--- src/hw/rtl/tmq_pkg.sv ---
// shared constants, codes and the item type of the typed message queue engine
// no dependencies; imported by tmq_front, tmq_back and the top level
package tmq_pkg;

  localparam int unsigned QUEUE_COUNT  = 8;
  localparam int unsigned QUEUE_BYTES  = 4096;
  localparam int unsigned HEADER_BYTES = 32;
  localparam int unsigned MAX_REFS     = 64;

  // only queues reachable through the 3-bit id fields
  localparam int unsigned NQ          = (QUEUE_COUNT < 8) ? QUEUE_COUNT : 8;
  localparam int unsigned OFF_W       = $clog2(QUEUE_BYTES);
  localparam int unsigned USED_W      = OFF_W + 1;
  localparam int unsigned SUM_W       = USED_W + 1;
  localparam int unsigned REFS_W      = $clog2(MAX_REFS + 1);
  localparam int unsigned STORE_DEPTH = QUEUE_COUNT * QUEUE_BYTES;
  localparam int unsigned ADDR_W      = $clog2(STORE_DEPTH);
  localparam int unsigned SIZE_W      = 16;
  localparam int unsigned SPAN_W      = SIZE_W + 1;
  localparam int unsigned FIFO_DEPTH  = 2;

  localparam logic [2:0] OP_GET     = 3'd0;
  localparam logic [2:0] OP_ADD     = 3'd1;
  localparam logic [2:0] OP_RELEASE = 3'd2;
  localparam logic [2:0] OP_SEND    = 3'd3;
  localparam logic [2:0] OP_RECV    = 3'd4;
  localparam logic [2:0] OP_READ    = 3'd5;

  localparam logic [2:0] ST_OK      = 3'd0;
  localparam logic [2:0] ST_NOQ     = 3'd1;
  localparam logic [2:0] ST_FULL    = 3'd2;
  localparam logic [2:0] ST_NOSPACE = 3'd3;
  localparam logic [2:0] ST_NOMATCH = 3'd4;
  localparam logic [2:0] ST_BADSEQ  = 3'd5;

  typedef struct packed {
    logic [2:0]  opcode;
    logic        op_known;
    logic [31:0] queue_key;
    logic [2:0]  queue_id;
    logic [31:0] msg_type;
    logic [11:0] byte_count;
    logic [7:0]  data_byte;
    logic [7:0]  proc_mask;
  } tmq_item_t;

  function automatic logic [ADDR_W-1:0] store_addr(input logic [2:0] q,
                                                   input logic [USED_W-1:0] off);
    return ADDR_W'(q) * ADDR_W'(QUEUE_BYTES) + ADDR_W'(off[OFF_W-1:0]);
  endfunction

endpackage

--- src/hw/rtl/tmq_front.sv ---
// front end: accepts words, tags known opcodes and queues them for the back end
// depends on tmq_pkg
module tmq_front import tmq_pkg::*; (
  input  logic        clk_i,
  input  logic        rst_ni,
  input  logic        in_valid_i,
  output logic        in_ready_o,
  input  logic [2:0]  opcode_i,
  input  logic [31:0] queue_key_i,
  input  logic [2:0]  queue_id_i,
  input  logic [31:0] msg_type_i,
  input  logic [11:0] byte_count_i,
  input  logic [7:0]  data_byte_i,
  input  logic [7:0]  proc_mask_i,
  output logic        item_valid_o,
  output tmq_item_t   item_o,
  input  logic        item_pop_i
);

  localparam int unsigned PTR_W = $clog2(FIFO_DEPTH);
  localparam int unsigned CNT_W = $clog2(FIFO_DEPTH + 1);

  tmq_item_t         fifo_q [FIFO_DEPTH];
  logic [PTR_W-1:0]  wr_ptr_q, wr_ptr_d, rd_ptr_q, rd_ptr_d;
  logic [CNT_W-1:0]  cnt_q, cnt_d;
  logic              push;
  tmq_item_t         item_new;

  assign in_ready_o   = (cnt_q != CNT_W'(FIFO_DEPTH));
  assign push         = in_valid_i && in_ready_o;
  assign item_valid_o = (cnt_q != '0);
  assign item_o       = fifo_q[rd_ptr_q];

  always_comb begin
    item_new.opcode     = opcode_i;
    item_new.op_known   = (opcode_i <= OP_READ);
    item_new.queue_key  = queue_key_i;
    item_new.queue_id   = queue_id_i;
    item_new.msg_type   = msg_type_i;
    item_new.byte_count = byte_count_i;
    item_new.data_byte  = data_byte_i;
    item_new.proc_mask  = proc_mask_i;
  end

  always_comb begin
    wr_ptr_d = wr_ptr_q;
    rd_ptr_d = rd_ptr_q;
    cnt_d    = cnt_q;
    if (push) begin
      wr_ptr_d = (wr_ptr_q == PTR_W'(FIFO_DEPTH - 1)) ? '0 : wr_ptr_q + 1'b1;
    end
    if (item_pop_i) begin
      rd_ptr_d = (rd_ptr_q == PTR_W'(FIFO_DEPTH - 1)) ? '0 : rd_ptr_q + 1'b1;
    end
    if (push && !item_pop_i) begin
      cnt_d = cnt_q + 1'b1;
    end else if (!push && item_pop_i) begin
      cnt_d = cnt_q - 1'b1;
    end
  end

  always_ff @(posedge clk_i or negedge rst_ni) begin
    if (!rst_ni) begin
      wr_ptr_q <= '0;
      rd_ptr_q <= '0;
      cnt_q    <= '0;
    end else begin
      wr_ptr_q <= wr_ptr_d;
      rd_ptr_q <= rd_ptr_d;
      cnt_q    <= cnt_d;
    end
  end

  always_ff @(posedge clk_i) begin
    if (push) begin
      fifo_q[wr_ptr_q] <= item_new;
    end
  end

endmodule

--- config.mk ---
export PLATFORM = sky130hd
export DESIGN_NAME = tmq_front
export DESIGN_NICKNAME = d
export VERILOG_FILES = /design/src/hw/rtl/tmq_pkg.sv /design/src/hw/rtl/tmq_front.sv
export SDC_FILE = /design/constraint.sdc
export NUM_CORES = 1
export LEC_CHECK = 0
export ABC_AREA = 1
export CAP_MARGIN = 10
export CORE_MARGIN = 2
export CORE_UTILIZATION = 60
export DETAILED_ROUTE_END_ITERATION = 16
export DONT_BUFFER_PORTS = 1
export PLACE_DENSITY_LB_ADDON = 0.25
export SLEW_MARGIN = 40
export SYNTH_ARGS = -nofsm -noshare
export SYNTH_HDL_FRONTEND = slang
export SYNTH_SLANG_ARGS = --single-unit
--- constraint.sdc ---
create_clock -name clk_i -period 14.42 [get_ports clk_i]
set_input_delay 2.163 -clock clk_i [delete_from_list [all_inputs] [get_ports clk_i]]
set_output_delay 2.163 -clock clk_i [all_outputs]
set_load 0.01 [all_outputs]
* Word-level counts from Yosys, hierarchy flattened
Memories as Yosys holds them, arrays and structs flattened.
Index checks and enable logic that the tools add are counted.
** Word-level totals
- Logic and storage cells :: 23
- Memory bits (read-only) :: 0
- Register bits :: 4
- Output and inout port bits :: 101
- Latch bits :: 0
- Memory bits (writable) :: 198
- Memories kept :: 1
** Memories
- fifo_q :: words 2, width 99, rd ports 1, clocked after Yosys merged registers in 0, wr ports 1, line tmq_front.sv:23 : tmq_item_t fifo_q [FIFO_DEPTH];
** Operators by class
- Add/sub/neg operators :: 4
- Reduce and logical (&&, ||, !) cells :: 7
- Div/mod/pow operators :: 0
- Bitwise operators :: 0
- Order comparisons :: 1
- Equality and inequality tests :: 1
- Multiplexer cells :: 6
- Shift-type cells :: 0
- $mul :: 0
** Operator list (number)
- 1-bit two-way mux :: 4
- 2-bit two-way mux :: 2
- 2-bit nonzero test :: 2
- 3-bit less-or-equal comparator (second input constant) :: 1
- 1-bit logical AND :: 3
- 1-bit adder (second input constant) :: 2
- 2-bit by 1-bit adder with 2-bit output (second input constant) :: 1
- 1-bit logical NOT :: 2
- 2-bit inequality test (second input constant) :: 1
- 2-bit by 1-bit subtractor with 2-bit output (second input constant) :: 1

* Depth between registers and ports, before layout
Gate-level depths: netlist of run 1.
- Word-level depth :: 6
- Gate-level depth with buffers :: 10

* Worst setup path after synthesis of run 1
Ideal clock, no wire load.
- Path type :: input to register
- Start :: input in_valid_i
- End :: memory fifo_q[0][0] (netlist name) (enable)
- Path slack :: 7.468 ns
- Arrival :: 6.394 ns
- Library setup time :: 0.558 ns
- Data required time :: 13.862 ns
- Cell stages on the path :: 2
- Path through :: nand2_1 > nor2_1
** Between the ends
- Longest elaborated chain between the ends :: 3
** RTL lines
- from (decl) :: line tmq_front.sv:6 : input logic in_valid_i,
- 1-bit logical AND :: line tmq_front.sv:30 : assign push = in_valid_i && in_ready_o;
- 1-bit two-way mux :: line tmq_front.sv:75 : if (push) begin
- 1-bit two-way mux (implied by the code) :: line tmq_front.sv:76 : fifo_q[wr_ptr_q] <= item_new;
- to (decl) :: line tmq_front.sv:23
No other way between the ends.

==> impl_metrics.toml, run 1 <==
[setup_path]
end_kind = "output pin"
path_cells = "buf_4, buf_12, mux2_4"
cp.required_ns = 12.26
crit_arrival_ns = 2.35
cp_top_family = "buffers and inverters"
cp_max_fo = 32
cp_num_buf_inv = 2
worstSetupPathType = "flip-flop to output pin"
worstSetupStartpointType = "flip-flop"
crit_path_top_delay_cell = "dfrtp_4"
cp_slowest_stage_delay_ns = 0.73

[logic_synthesis]
synth_edf_count = 198
syn_nets = 438
synth_ff_type = "edfxtp_1"
async_flop_share_pct = 1.98
ys_seq_elements = 202
synth_cell_types = 13
synth_area_per_cell_um2 = 23.5
synth_top_cell_area_share_pct = 75.7
synth_top_area_cell = "edfxtp_1"
synthCells = 335
ys_top_cells_by_area = "edfxtp_1 (76%), mux2_4 (19%), buf_12 (2.5%)"
syn_area_um2 = 7860
synth-seq-area-share_pct = 76.9
yosys.cell_count.top_type = "edfxtp_1"
synth_warnings = 0
yosys-top-cells-count = "edfxtp_1 (198), mux2_4 (99), buf_12 (10)"

[clock_network]
path_clk_slew_ns = 0.06
htreeDepth = 1
clkLatencyLatePin_ns = 0.47
post-cts-setup-buffers = 0
hold_buffers = 0
cts_sinks = 202
cts_tree = "yes"
clock_path_buffers = 3
cts-buffers-inserted = 20
cts_resized = 0
clock-root-buffer = "clkbuf_16"

[timing]
fmax_ghz = 0.222
min_period_over_period_pct = 31.3
setup_viol = 0
rsz0062_at_grt = "no"
clock-skew-final_ns = 0.00726
tns_ns = 0
fin_ws_ns = 9.91
maxSlewViolCount = 0
hold_viol = 0
finalCriticalPeriod_ns = 4.51
fin_hold_ws_ns = 0.517
worst_slew_pin_slew_ns = 0.784
slew_headroom_pct = 47.7

[floorplan]
start_util_pct = 61.8
die_area_um2 = 14000
core_um2 = 12700
dieHeight_um = 118
num_rows = 41
die_x_um = 118
boundaryPins = 203

[layout]
diodes = 0
area_growth_pct = 9.35
nNetsFinal = 454
stdcell_count = 536
final_layout_size_suffix_gt1_share_pct = 37.1
design_area_um2 = 8590

[min_path]
min_path_type = "flip-flop to flip-flop"

[power_and_ir_drop]
p_comb_share_pct = 27.1
power.leakage_nw = 3.13
p_sw_mw = 0.515
internal_power_mw = 1.34
p_per_area_nw_per_um2 = 216
seqPwrFrac_pct = 46.1
p_clk_share_pct = 26.8
peakVddDrop_uv = 167
p_sw_share_pct = 27.7

[global_route]
grt_max_degree = 81
overflow = 0
antenna_found_initial = 0
grt_pass1_wl_mm = 17.6
grt_pass1_vias = 3241
grt_usage_pct = 16.4

[route]
dr_wl_met2_mm = 6.22
dr.pass1.iters = 4
wl_met3_mm = 1.40
drc = 0
wl_per_cell_um = 22.1
vias_per_cell = 5.57
drt_iter0_markers = 211
highest_layer = "met4"
final_antenna_net_count = 0
drt-total-wl_mm = 11.8
via_count = 2988
met1_length_mm = 3.82

[run_status]
status = "complete, no violations"

[placement]
dp.cells = 501
io_buffers = 0
hpwlAfterDp_mm = 7.84
post_dp_cell_area_um2 = 7950
place.gp.congestion = 0.747
dp_slack_ns = 10.38

[run]
max_cap_violations = 0
==> cells in the final DEF, fill, tap and decap left out, types with 3 or more instances in the layout <==
| cell | n |
|---|---|
| clkbuf_1 | 5 |
| clkbuf_16 | 21 |
| clkinv_2 | 3 |
| dfrtp_1 | 3 |
| edfxtp_1 | 198 |
| inv_1 | 7 |
| mux2_4 | 99 |
| nand2_1 | 8 |
==> kinds of logic after synthesis <==
group / count (synthesis) / synth area share, %
xor+xnor: 3 / 0.334
buf+inv: 18 / 3.03
fa+ha+maj: 1 / 0.159
mux: 99 / 18.9
flops: 202 / 76.9
simple gates: 12 / 0.621
==> worst paths after layout <==
kind	endpoint	cells past startpoint	slack (ns)	start
min in group asynchronous	cnt_q[0]	0	1.38	rst_ni
hold reg to reg	cnt_q[0]	1	0.52	cnt_q[0]
max in group asynchronous	rd_ptr_q	0	12.96	rst_ni
setup / recovery	item_o[48]	3	9.91	rd_ptr_q
setup reg to reg	fifo_q[1][45]	5	11.98	cnt_q[0]
hold / removal	cnt_q[0]	1	0.52	cnt_q[0]
==> metal layers <==
layer	global-route usage, %	vias up
li1	-	1343
met1	15.4	1476
met2	29.9	140
met3	8.25	29
met4	6.32	0
met5	0	-
==> stage by stage <==
| step | power, mW | utilization, % |
|---|---|---|
| floorplan | 1.36 | - |
| global placement | 1.36 | 62.1 |
| detailed placement | 1.38 | 62.5 |
| CTS | 1.88 | 67.5 |
| global route | 1.93 | 67.5 |
| finish | 1.86 | 67.5 |
==> power by group through the flow <==
| stage | Sequential, mW | Combinational [mW] | Clock (mW) |
|---|---|---|---|
| floorplan | 0.859 | 0.496 | 0 |
| global placement | 0.882 | 0.477 | 0 |
| detailed placement | 0.869 | 0.514 | 0 |
| CTS | 0.857 | 0.515 | 0.509 |
| global route | 0.869 | 0.534 | 0.527 |
| finish | 0.855 | 0.504 | 0.498 |
==> worst register-to-register path, cell delays in order, from the launching register on <==
cell and delay [ns]:
dfrtp_1 0.39, inv_1 0.09, nand2_1 0.13, nand2_1 0.21
nor2_4 0.51, buf_6 0.61
==> final cells by class <==
class                      instances  area, µm²
sequential                       202       6050
fill                             860       4130
multi-input combinational        115       1590
clock buffer                      26        544
tap                              172        215
clock inverter                     9       97.6
timing repair buffer               5       70.1
inverter                           7       26.3
==> state kept, by name, indices dropped and copies added, names as in the netlist <==
register,flops
wr_ptr_q,1
fifo_q,198
cnt_q,2
rd_ptr_q,1
No activity file was read; power rests on OpenSTA's default activity.
==> run 2, diff against run 1 <==
--- a/config.mk
+++ b/config.mk
@@ -8,7 +8,7 @@
 export ABC_AREA = 1
 export CAP_MARGIN = 10
 export CORE_MARGIN = 2
-export CORE_UTILIZATION = 60
+export CORE_UTILIZATION = 57
 export DETAILED_ROUTE_END_ITERATION = 16
 export DONT_BUFFER_PORTS = 1
 export PLACE_DENSITY_LB_ADDON = 0.25
==> constraint.sdc (replaced) <==
create_clock -name clk_i -period 3.8 [get_ports clk_i]
set_input_delay 0.57 -clock clk_i [delete_from_list [all_inputs] [get_ports clk_i]]
set_output_delay 0.57 -clock clk_i [all_outputs]
set_load 0.01 [all_outputs]
==> run 2 against run 1 <==
Via count increased by 1.1%. Power rose to 4.0 times the previous value. Critical path depth down 1. Largest cell class unchanged.
==> impl_metrics.toml, run 2 (synthesized netlist as in run 1, its figures left out) <==
[timing]
fin_ws_ns = 1.31
fmax_ghz = 0.402
slew_headroom_pct = 71.0
worst_slew_pin_slew_ns = 0.434
finalCriticalPeriod_ns = 2.49
maxSlewViolCount = 0
rsz0062_at_grt = "no"
fin_hold_ws_ns = 0.178
clock-skew-final_ns = 0.00719
setup_viol = 0
hold_viol = 0
min_period_over_period_pct = 65.5

[placement]
place.gp.congestion = 0.707
io_buffers = 0
hpwlAfterDp_mm = 8.18
dp_slack_ns = 1.78
dp.cells = 509

[floorplan]
core_um2 = 13300
start_util_pct = 58.9
num_rows = 42
die_x_um = 121
boundaryPins = 203
dieHeight_um = 121
die_area_um2 = 14700

[route]
drt-total-wl_mm = 12.2
via_count = 3020
vias_per_cell = 5.52
dr.pass1.iters = 4
final_antenna_net_count = 0
wl_per_cell_um = 22.3
drc = 0
drt_iter0_markers = 220

[run]
max_cap_violations = 0

[clock_network]
cts_tree = "yes"
cts_sinks = 202
cts-buffers-inserted = 21
clock-root-buffer = "clkbuf_16"
clkLatencyLatePin_ns = 0.48
htreeDepth = 1
path_clk_slew_ns = 0.05
clock_path_buffers = 3
post-cts-setup-buffers = 0

[layout]
area_growth_pct = 11.9
final_common_cell = "edfxtp_1"
layout_common_cells = "edfxtp_1 (198), mux2_4 (99), clkbuf_16 (21), nand2_1 (8), inv_1 (7)"
final_layout_size_suffix_gt1_share_pct = 38.0
reg_top3 = "fifo_q x198, cnt_q x2"
nNetsFinal = 460
largest_register_ffs = 198
top_register = "fifo_q"
diodes = 0
stdcell_count = 547

[min_path]
worstHoldPathCells = 1
hp-start = "item_pop_i"
min_path_type = "input pin to flip-flop"
holdPathEnd = "rd_ptr_q"

[global_route]
grt_usage_pct = 16.2
grt_max_degree = 43
grt_pass1_wl_mm = 17.8
grt_pass1_vias = 3269
overflow = 0
antenna_found_initial = 0

[setup_path]
r2r-start = "cnt_q[0]"
cp.required_ns = 3.23
cp_max_fo = 22
worstSetupPathType = "flip-flop to output pin"
crit_arrival_ns = 1.92
end_kind = "output pin"
reg2reg_depth = 6
timing.rr.end = "fifo_q[1][17]"
worstSetupStartpointType = "flip-flop"
ff2ff_setup_slack_ns = 1.83

[power_and_ir_drop]
p_per_area_nw_per_um2 = 837
peakVddDrop_uv = 554
power.leakage_nw = 3.22

[run_status]
status = "complete, no violations"
-- run 2: what timing repair did --
item	in CTS	in global routing
hold endpoints to repair	4	0
resized for setup	0	0
hold buffers	1	0
-- run 2: final cells by class --
| cell class | instances | area (µm²) |
|---|---|---|
| Sequential cell | 202 | 6050 |
| Fill cell | 884 | 4550 |
| Multi-Input combinational cell | 115 | 1590 |
| Clock buffer | 25 | 541 |
| Tap cell | 176 | 220 |
| Clock inverter | 12 | 190 |
| Timing Repair Buffer | 10 | 180 |
| Inverter | 7 | 26.3 |
-- run 2: how the worst max path moves through the flow --
stage | endpoint | depth (start not counted) | startpoint | slack (ns)
finish | item_o[28] | 2 | rd_ptr_q | 1.31
floorplan | fifo_q[0][0] | 2 | in_valid_i | -1.56
detailed placement | item_o[2] | 2 | rd_ptr_q | 1.78
global placement | fifo_q[1][84] | 5 | cnt_q[0] | 1.66
global route | item_o[2] | 2 | rd_ptr_q | 1.23
CTS | item_o[2] | 2 | rd_ptr_q | 1.27
-- run 2: through the flow --
stage	util (%)	TNS [ns]	cell area (µm²)	power (mW)
floorplan	-	-308.65	7860	5.14
detailed placement	60.3	0	8060	5.33
CTS	65.9	0	8800	7.47
finish	65.9	0	8800	7.36
global route	65.9	0	8800	7.67
global placement	59.9	0	8000	5.24
-- run 2: layer usage --
metal  vias to the layer above  part of all wire (%)  global-route usage [%]
met5                         -                     0                       0
met4                         0                   3.0                    6.03
met3                        31                    13                    8.46
met2                       140                    52                    27.8
met1                      1492                    33                    16.9
li1                       1357                     -                       -
-- run 2: worst max-delay path, cell delays in order (launching register included) --
cell     delay [ns]
dfrtp_4        0.62
buf_4          0.45
mux2_4         0.37
-- run 2: power breakdown --
group | total [mW] | internal [mW] | switching (mW)
registers | 3.21 | 3.04 | 0.167
clock network | 2.11 | 1.36 | 0.759
logic | 2.03 | 0.966 | 1.07
==> run 3, diff against run 2 <==
--- a/config.mk
+++ b/config.mk
@@ -8,7 +8,7 @@
 export ABC_AREA = 1
 export CAP_MARGIN = 10
 export CORE_MARGIN = 2
-export CORE_UTILIZATION = 57
+export CORE_UTILIZATION = 60
 export DETAILED_ROUTE_END_ITERATION = 16
 export DONT_BUFFER_PORTS = 1
 export PLACE_DENSITY_LB_ADDON = 0.25
==> constraint.sdc (replaced) <==
create_clock -name clk_i -period 2.45 [get_ports clk_i]
set_input_delay 0.3675 -clock clk_i [delete_from_list [all_inputs] [get_ports clk_i]]
set_output_delay 0.3675 -clock clk_i [all_outputs]
set_load 0.01 [all_outputs]
==> run 3 against run 2 <==
Register-to-register slack worse by 1.1 ns. Sequential power is 57% higher. Combinational power is 61% higher. Cell count is 17% higher. Hold slack worse by 0.12 ns. Power is 55% higher. Clock power is 45% higher. Largest power group unchanged. Global-route usage is 2.8 points higher. Wire length is 11% higher. Clock-buffer cell count is 5 higher. Non-clock buffer count is 97 higher.
==> impl_metrics.toml, run 3 (synthesized netlist as in run 1, its figures left out) <==
[setup_path]
cp.required_ns = 2.08
worstSetupStartpointType = "flip-flop"
end_kind = "output pin"
cp_num_buf_inv = 1
path_cells = "buf_12, mux2_4"
cp_max_fo = 29
crit_arrival_ns = 1.88
crit_path_top_delay_cell = "dfrtp_4"
worstSetupPathType = "flip-flop to output pin"
cp_slowest_stage_delay_ns = 0.70
cp_top_family = "flip-flops"

[timing]
hold_viol = 0
min_period_over_period_pct = 91.6
maxSlewViolCount = 0
clock-skew-final_ns = 0.00737
setup_viol = 0
tns_ns = 0
rsz0062_at_grt = "no"
finalCriticalPeriod_ns = 2.25
fin_ws_ns = 0.205
fmax_ghz = 0.445
slew_headroom_pct = 71.1
worst_slew_pin_slew_ns = 0.433

[floorplan]
core_um2 = 12700
start_util_pct = 61.8
num_rows = 41
die_area_um2 = 14000
die_x_um = 118
boundaryPins = 203
dieHeight_um = 118

[power_and_ir_drop]
peakVddDrop_uv = 711
p_clk_share_pct = 27.0
seqPwrFrac_pct = 44.3
p_sw_share_pct = 27.8
p_sw_mw = 3.16
p_per_area_nw_per_um2 = 1170
p_comb_share_pct = 28.7
internal_power_mw = 8.22
power.leakage_nw = 3.60

[run_status]
status = "complete, no violations"

[placement]
dp_slack_ns = 0.696
post_dp_cell_area_um2 = 8040
hpwlAfterDp_mm = 8.29
io_buffers = 0
dp.cells = 503
place.gp.congestion = 0.777

[layout]
design_area_um2 = 9720
final_layout_size_suffix_gt1_share_pct = 30.4
multi_input_area_um2 = 1600
nNetsFinal = 556
fillCellCount = 721
final_common_cell = "edfxtp_1"
register_area_um2 = 6050
reg_top3 = "fifo_q x198, cnt_q x2"
area_growth_pct = 23.8
largest_register_ffs = 198
stdcell_count = 641
top_register = "fifo_q"
layout_common_cells = "edfxtp_1 (198), dlygate4sd3_1 (100), mux2_4 (99), clkbuf_16 (21), buf_12 (7)"

[clock_network]
cts_sinks = 202
clock-root-buffer = "clkbuf_16"
cts_tree = "yes"
htreeDepth = 1
cts-buffers-inserted = 20
clock_path_buffers = 3
clkLatencyLatePin_ns = 0.47
path_clk_slew_ns = 0.06

[global_route]
overflow = 0
grt_pass1_vias = 3706
antenna_found_initial = 2
grt_usage_pct = 19.0
grt_max_degree = 52
grt_pass1_wl_mm = 20.6

[route]
drc = 0
final_antenna_net_count = 0
drt-total-wl_mm = 13.6
drt_iter0_markers = 232
vias_per_cell = 5.44
dr.pass1.iters = 4
via_count = 3484
wl_per_cell_um = 21.2

[min_path]
min_path_type = "input pin to flip-flop"

[run]
max_cap_violations = 0
-- run 3: timing repair --
action | 4_1_cts | 5_1_grt
endpoints found under the hold margin | 201 | 0
endpoints found under the setup margin | 0 | 0
resized for setup | 0 | 0
hold buffers | 100 | 0
setup buffers | 0 | 0
-- run 3: path summary, 6_finish.rpt --
path	from	endpoint	slack, ns	cells after the start
worst max register to register	cnt_q[0]	fifo_q[0][19]	0.78	5
max in group asynchronous	rst_ni	rd_ptr_q	2.09	1
min in group asynchronous	rst_ni	cnt_q[1]	0.17	1
worst min-delay path	opcode_i[1]	fifo_q[1][95]	0.06	1
worst max-delay path	rd_ptr_q	item_o[91]	0.20	2
worst min register to register	cnt_q[0]	cnt_q[0]	0.53	1
-- run 3: power by group through the flow --
stage	Combinational (mW)	Sequential (mW)	Clock, mW
6_report	3.26	5.04	3.07
5_1_grt	3.45	5.11	3.28
4_1_cts	3.30	5.05	3.11
3_5_place_dp	3.13	5.12	0
3_3_place_gp	3.10	5.08	0
2_1_floorplan	2.95	4.96	0
-- run 3: routing by layer --
| metal | vias up | routed length [µm] | track usage [%] |
|---|---|---|---|
| met5 | - | 0 | 0 |
| li1 | 1561 | - | - |
| met3 | 25 | 985 | 5.84 |
| met4 | 0 | 377 | 6.32 |
| met2 | 146 | 7270 | 34.1 |
| met1 | 1752 | 4940 | 21.8 |
-- run 3: through the flow --
step	hold WS, ns	power (mW)	util (%)
3_3_place_gp	0.0721	8.18	63.2
2_1_floorplan	0.0719	7.92	-
6_report	0.0578	11.4	76.4
5_1_grt	0.0462	11.8	76.4
3_5_place_dp	0.0721	8.25	63.2
4_1_cts	0.0508	11.5	76.4
-- run 3: worst reg2reg max path, cell delays in order (launching register included) --
cell     delay (ns)
dfrtp_1        0.40
inv_2          0.08
nand2_4        0.10
nand2_4        0.09
nor2_4         0.32
buf_12         0.32
-- run 3: cell type report --
class                           instances  share of cell area, %
Tap cell                              172                   2.21
Timing Repair Buffer                  107                   11.7
Clock inverter                          6                  0.862
Clock buffer                           30                   6.16
Antenna cell                            2                 0.0515
Sequential cell                       202                   62.2
Multi-Input combinational cell        115                   16.5
Inverter                                7                  0.270
